--- config.mk ---
export PLATFORM = sky130hd
export DESIGN_NAME = box_iou_top
export DESIGN_NICKNAME = d
export VERILOG_FILES = /design/src/rtl/biou_pkg.sv /design/src/rtl/box_iou_top.sv /design/src/rtl/biou_geom.sv /design/src/rtl/biou_div.sv
export SDC_FILE = /design/constraint.sdc
export NUM_CORES = 2
export LEC_CHECK = 0
export ABC_AREA = 1
export BUFFER_PORTS_ARGS = -buffer_cell sky130_fd_sc_hd__buf_2
export CAP_MARGIN = 20
export CORE_ASPECT_RATIO = 1.2
export CORE_MARGIN = 10
export CORE_UTILIZATION = 40
export DETAILED_ROUTE_END_ITERATION = 10
export GPL_ROUTABILITY_DRIVEN = 0
export PLACE_DENSITY_LB_ADDON = 0.25
export SKIP_CTS_REPAIR_TIMING = 1
export SLEW_MARGIN = 30
export SYNTH_ARGS = -nofsm -noshare
export SYNTH_HDL_FRONTEND = slang
export SYNTH_SLANG_ARGS = --single-unit
--- constraint.sdc ---
create_clock -name clk -period 6.95 [get_ports clk]
set_clock_uncertainty 0.05 [all_clocks]
set_input_delay 0.695 -clock clk [delete_from_list [all_inputs] [get_ports clk]]
set_output_delay 0.695 -clock clk [all_outputs]
set_load 0.01 [all_outputs]
--- src/rtl/biou_pkg.sv ---
// ----------------------------------------------------------------------------
// biou_pkg - box overlap ratio shared definitions
// Field widths, internal widths, pipeline depth and stage payload types.
// ----------------------------------------------------------------------------
`default_nettype none

package biou_pkg;

  localparam int COORD_W   = 14;               // signed corner coordinate
  localparam int SIZE_W    = 13;               // unsigned width or height
  localparam int EXT_W     = SIZE_W;           // clamped overlap extent
  localparam int AREA_W    = 2 * SIZE_W;       // one box area
  localparam int UNION_W   = AREA_W + 1;       // sum of two areas
  localparam int SHIFT_W   = UNION_W + 1;      // shifted divider remainder
  localparam int FRAC_W    = 16;               // Q0.16 fraction bits
  localparam int RATIO_W   = FRAC_W + 1;       // ratio 0..1.0 inclusive
  localparam int EDGE_W    = COORD_W + 1;      // corner plus size
  localparam int DIFF_W    = EDGE_W + 1;       // edge difference

  localparam logic [RATIO_W-1:0] RATIO_ONE = RATIO_W'(1) << FRAC_W;

  localparam int GEOM_STAGES = 3;
  localparam int DIV_STAGES  = RATIO_W;
  localparam int LATENCY     = GEOM_STAGES + DIV_STAGES + 1;

  // geometry front end to divider
  typedef struct packed {
    logic [AREA_W-1:0]  inter;
    logic [UNION_W-1:0] uni;
    logic               empty;
  } biou_area_t;

  // one divider stage
  typedef struct packed {
    logic [UNION_W-1:0] rem;
    logic [UNION_W-1:0] uni;
    logic [RATIO_W-1:0] quo;
    logic               empty;
  } biou_div_t;

endpackage

`default_nettype wire

--- src/rtl/box_iou_top.sv ---
// ----------------------------------------------------------------------------
// box_iou_top - intersection over union of two axis-aligned boxes
// Takes one box pair per transfer and returns the Q1.16 overlap ratio.
// ----------------------------------------------------------------------------
// A box pair is taken at every clock edge with start high; busy is always
// low, so a new pair may follow in every cycle. Each pair gives one result,
// shown for one cycle with done high, once the overlap extents, the area
// products and the union have been registered, the divider stages have
// found one quotient bit per stage, and the output register has taken the
// result. overlap_ratio is floor(65536 * intersection / union),
// 65536 meaning full overlap. When both boxes have zero area,
// union_empty is high and overlap_ratio is zero. The receiver cannot hold
// results off; results leave in the order the pairs came in.
`default_nettype none

module box_iou_top (
  input  wire logic                          clk,
  input  wire logic                          rst,
  input  wire logic                          start,
  output logic                               busy,
  input  wire logic [biou_pkg::COORD_W-1:0]  first_left,
  input  wire logic [biou_pkg::COORD_W-1:0]  first_top,
  input  wire logic [biou_pkg::SIZE_W-1:0]   first_width,
  input  wire logic [biou_pkg::SIZE_W-1:0]   first_height,
  input  wire logic [biou_pkg::COORD_W-1:0]  second_left,
  input  wire logic [biou_pkg::COORD_W-1:0]  second_top,
  input  wire logic [biou_pkg::SIZE_W-1:0]   second_width,
  input  wire logic [biou_pkg::SIZE_W-1:0]   second_height,
  output logic                               done,
  output logic [biou_pkg::RATIO_W-1:0]       overlap_ratio,
  output logic                               union_empty
);
  import biou_pkg::*;

  logic               accept;
  logic               geom_valid;
  biou_area_t         geom_area;
  logic               div_valid;
  logic [RATIO_W-1:0] div_quo;
  logic               div_empty;

  // the pipeline never stalls
  assign busy   = 1'b0;
  assign accept = start && !busy;

  biou_geom u_geom (
    .clk          (clk),
    .rst          (rst),
    .in_valid     (accept),
    .first_left   (first_left),
    .first_top    (first_top),
    .first_width  (first_width),
    .first_height (first_height),
    .second_left  (second_left),
    .second_top   (second_top),
    .second_width (second_width),
    .second_height(second_height),
    .out_valid    (geom_valid),
    .out_area     (geom_area)
  );

  biou_div u_div (
    .clk      (clk),
    .rst      (rst),
    .in_valid (geom_valid),
    .in_area  (geom_area),
    .out_valid(div_valid),
    .out_quo  (div_quo),
    .out_empty(div_empty)
  );

  always_ff @(posedge clk) begin
    if (rst) begin
      done <= 1'b0;
    end else begin
      done <= div_valid;
    end
    // drop the meaningless quotient of a zero union
    overlap_ratio <= div_empty ? '0 : div_quo;
    union_empty   <= div_empty;
  end

  a_latency: assert property (@(posedge clk) disable iff (rst)
    accept |-> ##LATENCY done)
    else $error("transfer did not produce a result on time");

  a_empty_zero: assert property (@(posedge clk) disable iff (rst)
    done && union_empty |-> overlap_ratio == '0)
    else $error("empty union with nonzero ratio");

  a_ratio_range: assert property (@(posedge clk) disable iff (rst)
    done |-> overlap_ratio <= RATIO_ONE)
    else $error("ratio above one");

endmodule

`default_nettype wire

--- src/rtl/biou_geom.sv ---
// ----------------------------------------------------------------------------
// biou_geom - intersection and union areas
// Three stages: overlap extents, area products, union sum.
// ----------------------------------------------------------------------------
`default_nettype none

module biou_geom (
  input  wire logic                          clk,
  input  wire logic                          rst,
  input  wire logic                          in_valid,
  input  wire logic [biou_pkg::COORD_W-1:0]  first_left,
  input  wire logic [biou_pkg::COORD_W-1:0]  first_top,
  input  wire logic [biou_pkg::SIZE_W-1:0]   first_width,
  input  wire logic [biou_pkg::SIZE_W-1:0]   first_height,
  input  wire logic [biou_pkg::COORD_W-1:0]  second_left,
  input  wire logic [biou_pkg::COORD_W-1:0]  second_top,
  input  wire logic [biou_pkg::SIZE_W-1:0]   second_width,
  input  wire logic [biou_pkg::SIZE_W-1:0]   second_height,
  output logic                               out_valid,
  output biou_pkg::biou_area_t               out_area
);
  import biou_pkg::*;

  // stage 1: clamped overlap extents
  logic signed [EDGE_W-1:0] r1, r2, b1, b2, l1, l2, t1, t2;
  logic signed [EDGE_W-1:0] rmin, lmax, bmin, tmax;
  logic signed [DIFF_W-1:0] dx, dy;
  logic [EXT_W-1:0]  ix_next, iy_next;

  always_comb begin
    l1 = EDGE_W'($signed(first_left));
    t1 = EDGE_W'($signed(first_top));
    l2 = EDGE_W'($signed(second_left));
    t2 = EDGE_W'($signed(second_top));
    r1 = l1 + $signed({2'b00, first_width});
    b1 = t1 + $signed({2'b00, first_height});
    r2 = l2 + $signed({2'b00, second_width});
    b2 = t2 + $signed({2'b00, second_height});
    rmin = (r1 < r2) ? r1 : r2;
    lmax = (l1 > l2) ? l1 : l2;
    bmin = (b1 < b2) ? b1 : b2;
    tmax = (t1 > t2) ? t1 : t2;
    dx = DIFF_W'(rmin) - DIFF_W'(lmax);
    dy = DIFF_W'(bmin) - DIFF_W'(tmax);
    // a positive extent never exceeds the smaller size, so it fits EXT_W
    ix_next = (dx > 0) ? dx[EXT_W-1:0] : '0;
    iy_next = (dy > 0) ? dy[EXT_W-1:0] : '0;
  end

  logic              v1;
  logic [EXT_W-1:0]  ix, iy;
  logic [SIZE_W-1:0] w1, h1, w2, h2;

  always_ff @(posedge clk) begin
    if (rst) begin
      v1 <= 1'b0;
    end else begin
      v1 <= in_valid;
    end
    ix <= ix_next;
    iy <= iy_next;
    w1 <= first_width;
    h1 <= first_height;
    w2 <= second_width;
    h2 <= second_height;
  end

  // stage 2: products
  logic              v2;
  logic [AREA_W-1:0] inter, area1, area2;

  always_ff @(posedge clk) begin
    if (rst) begin
      v2 <= 1'b0;
    end else begin
      v2 <= v1;
    end
    inter <= AREA_W'(ix) * AREA_W'(iy);
    area1 <= AREA_W'(w1) * AREA_W'(h1);
    area2 <= AREA_W'(w2) * AREA_W'(h2);
  end

  // stage 3: union, never below the intersection
  logic [UNION_W-1:0] uni_next;

  assign uni_next = UNION_W'(area1) + UNION_W'(area2) - UNION_W'(inter);

  always_ff @(posedge clk) begin
    if (rst) begin
      out_valid <= 1'b0;
    end else begin
      out_valid <= v2;
    end
    out_area.inter <= inter;
    out_area.uni   <= uni_next;
    out_area.empty <= (uni_next == '0);
  end

endmodule

`default_nettype wire

--- src/rtl/biou_div.sv ---
// ----------------------------------------------------------------------------
// biou_div - pipelined restoring divider
// One quotient bit per stage: floor(inter * 2^16 / union).
// ----------------------------------------------------------------------------
`default_nettype none

module biou_div (
  input  wire logic                         clk,
  input  wire logic                         rst,
  input  wire logic                         in_valid,
  input  wire biou_pkg::biou_area_t         in_area,
  output logic                              out_valid,
  output logic [biou_pkg::RATIO_W-1:0]      out_quo,
  output logic                              out_empty
);
  import biou_pkg::*;

  biou_div_t pipe  [DIV_STAGES];
  logic      valid [DIV_STAGES];

  // first stage: integer bit is set only when intersection equals union
  logic first_bit;

  assign first_bit = (UNION_W'(in_area.inter) >= in_area.uni);

  always_ff @(posedge clk) begin
    if (rst) begin
      valid[0] <= 1'b0;
    end else begin
      valid[0] <= in_valid;
    end
    pipe[0].rem   <= first_bit ? UNION_W'(in_area.inter) - in_area.uni
                               : UNION_W'(in_area.inter);
    pipe[0].uni   <= in_area.uni;
    pipe[0].quo   <= RATIO_W'(first_bit);
    pipe[0].empty <= in_area.empty;
  end

  for (genvar s = 1; s < DIV_STAGES; s++) begin : g_step
    logic [SHIFT_W-1:0] shifted;
    logic               ge;
    logic [SHIFT_W-1:0] diff;

    assign shifted = {pipe[s-1].rem, 1'b0};
    assign ge      = (shifted >= {1'b0, pipe[s-1].uni});
    assign diff    = shifted - {1'b0, pipe[s-1].uni};

    always_ff @(posedge clk) begin
      if (rst) begin
        valid[s] <= 1'b0;
      end else begin
        valid[s] <= valid[s-1];
      end
      // remainder stays below the union, so it fits UNION_W
      pipe[s].rem   <= ge ? diff[UNION_W-1:0] : shifted[UNION_W-1:0];
      pipe[s].uni   <= pipe[s-1].uni;
      pipe[s].quo   <= {pipe[s-1].quo[RATIO_W-2:0], ge};
      pipe[s].empty <= pipe[s-1].empty;
    end
  end

  assign out_valid = valid[DIV_STAGES-1];
  assign out_quo   = pipe[DIV_STAGES-1].quo;
  assign out_empty = pipe[DIV_STAGES-1].empty;

endmodule

`default_nettype wire
==> impl_metrics.ini <==
[yosys]
syn_inst = 10100
ys_top_cells_by_area = dfxtp_1 32%, ha_1 13%, nand2_1 10%
synth_top_cell_area_share_pct = 31.8
synth_area_mm2 = 0.0808
yosysTopAreaCell = dfxtp_1
yosys_most_used_dff = dfxtp_1
synth_cell_types = 61
async_reset_ff_share_pct = 0
ys_ff_latch = 1283
synth_edf_count = 0
synthTopCellsByCount = 2201 x nand2_1, 1817 x inv_1, 1283 x dfxtp_1
yosys_warnings = 0
synth.most_common_cell = nand2_1
ys_seq_area_share_pct = 31.8
synth.avg_cell_area_um2 = 7.98
synth_fp_nets = 11500

[routing]
drt_wl_total_um = 220000
route.detailed.drc = 0
drtPass1Iterations = 6
num_vias = 65200
drt-initial-drc-count = 3745
wl_per_cell_um = 16.9
avgViaCountPerCell = 5.01
ant_nets = 0

[worst_setup_path]
crit_path_start_kind = input port
cp-end-kind = flop
cp.arrival_ps = 6660
reg2reg_depth = 21
path_max_fanout = 15
worst-setup-path-type = in2reg
critical_path_required_ps = 7570

[place]
io_buffers = 129
placed_area_mm2 = 0.0836
pre_cts_ws_ps = 793
dp_hpwl_um = 181000

[sta]
period_minus_slack_ps = 6040
fmax_mhz = 166
finalSetupViolations = 0
tns_ps = 0
worst_pin_slew_ps = 931
period_share_pct = 86.9
finalWorstSetupSlack_ps = 913
max_slew_margin_pct = 37.1
rsz0062_at_grt = no
final_hold_viol_count = 0
timing.final.max_slew_violations = 0

[global_routing]
gr-usage-met3_pct = 2.61
grt_use_met2_pct = 34.8
grt-busiest-layer = met2
grt_remaining_overflow = 0
grt_pass1_vias = 65900
grt_pass1_wl_um = 346000
grt.total_usage_pct = 19.5
grtUsageMet1_pct = 22.2
grt_antenna_before_repair = 7
grt_max_degree = 54

[die]
die_x_um = 430
die_area_mm2 = 0.220
rows = 180
die_h_um = 512
start_util_pct = 40.2
coreArea_mm2 = 0.201
ios = 131

[final_layout]
area.growth.synth_to_final_pct = 10.3
post_route_cells_drive_above_1_share_pct = 6.26
nets = 11600
fin_area_mm2 = 0.0891

[cts]
cts.clk_slew.worst_paths_ps = 60
clock_sinks = 1283
insertion_delay_ps = 800
cts_made_buffers = 141
tritoncts = yes
max-clock-path-buffers = 3
htreeDepth = 4
cts_root_buffer = clkbuf_16

[job]
cap_violations = 0

[hold_path]
hold_path.class = in2reg
hold_depth = 1

[run_status]
status = finished clean
layout make-up:
class	count	area (um^2)
clock inverters	72	1000
fillers	19800	112000
diodes	3	7.51
flip-flops and latches	1283	25700
well taps	2639	3300
repair buffers	180	1140
clock buffers	175	3930
inverters	1833	6880
multi-input cells	6823	47100
cells by family (layout without fill, tap and decap cells):
logic type | Yosys count | count (layout) | synth area share [%]
XOR/XNOR | 495 | 495 | 5.37
flip-flops | 1283 | 1283 | 31.8
buffers and inverters | 2011 | 2260 | 9.89
adder cells (fa/ha/maj) | 1244 | 1244 | 23.1
AO/OA/AOI/OAI | 1688 | 1688 | 12.1
AND/OR/NAND/NOR | 3395 | 3395 | 17.7
other | 1 | 4 | 0.00464
per-stage QoR:
| stage | hold slack, ps | std cells | util (%) |
|---|---|---|---|
| 2_1_floorplan | 260 | 10100 | - |
| 3_3_place_gp | 261 | 12700 | 41.7 |
| 3_5_place_dp | 262 | 12700 | 41.7 |
| 4_1_cts | -108 | 13000 | 44.1 |
| 5_1_grt | 3.28 | 13000 | 44.4 |
| 6_report | 55.7 | 13000 | 44.4 |
sequential cells by signal, summed over array words and instances (netlist names):
| name | count |
|---|---|
| done | 1 |
| u_geom.inter | 26 |
| u_geom.w1 | 13 |
| u_geom.ix | 13 |
| u_geom.out_area | 54 |
| u_geom.h2 | 13 |
| u_geom.v2 | 1 |
| u_geom.w2 | 13 |
| u_geom.iy | 13 |
| u_div.valid | 17 |
| u_geom.v1 | 1 |
| u_geom.out_valid | 1 |
| u_geom.area2 | 26 |
| u_geom.area1 | 26 |
| overlap_ratio | 17 |
| u_geom.h1 | 13 |
| u_div.pipe | 1034 |
| union_empty | 1 |
critical path, cell delays in order:
cell	delay, ps
dlygate4sd3_1	530
buf_2	130
ha_1	210
fa_1	450
a31oi_1	240
o21ai_0	180
xor2_1	380
ha_1	310
a21oi_1	170
o21ai_0	140
a21oi_1	160
nor2_1	100
nor2_4	150
nand3_2	280
nand3_1	230
nand2_1	80
ha_1	220
fa_1	430
o31ai_1	520
nand3_1	130
nand2_1	110
xor2_1	140
nand2_1	60
nor2_1	100
nand3_1	80
nand2_1	320
nor2_1	90
final timing paths:
kind	startpoint	to	slack, ps
hold reg to reg	u_div.pipe[13][14]	u_div.pipe[14][15]	260
setup / recovery	first_width[0]	u_geom.ix[1]	910
setup reg to reg	u_geom.w1[7]	u_geom.area1[22]	1190
hold / removal	second_height[9]	u_geom.h2[9]	60
cells in the final DEF, fill, tap and decap left out, types with 13 or more instances in the layout:
cell           Yosys  final
nand2_1         2201   2201
inv_1           1817   1817
dfxtp_1         1283   1283
ha_1             833    833
a21oi_1          657    657
nor2_1           511    511
o21ai_0          493    493
fa_1             411    411
nand3_1          300    300
xnor2_1          288    288
xor2_1           207    207
clkbuf_16          0    144
buf_2             26    129
o21ai_2          112    112
a21o_1           101    101
nand4_1           99     99
o21ai_1           95     95
nor3_1            79     79
o211ai_1          46     46
dlygate4sd3_1      0     46
a31oi_1           41     41
nand2_2           38     38
nor4_1            38     38
or2_2             32     32
nand3b_1          27     27
o21bai_1          24     24
clkinv_2           0     23
nand3_2           23     22
a221oi_1          21     21
clkbuf_8           0     21
o21a_1            19     19
o31ai_1           17     17
inv_2             15     15
a21boi_0          15     15
bufinv_16          0     15
a21boi_2          13     13
routing by layer:
metal,up-vias,share of wire (%)
li1,32500,-
met1,30400,41
met2,1721,49
met3,571,4.2
met4,2,6.0
met5,-,0.0036
Power is left out: the tool's default activity adds up to more than one toggle a clock period on the data nets, which glitch-free logic cannot reach.
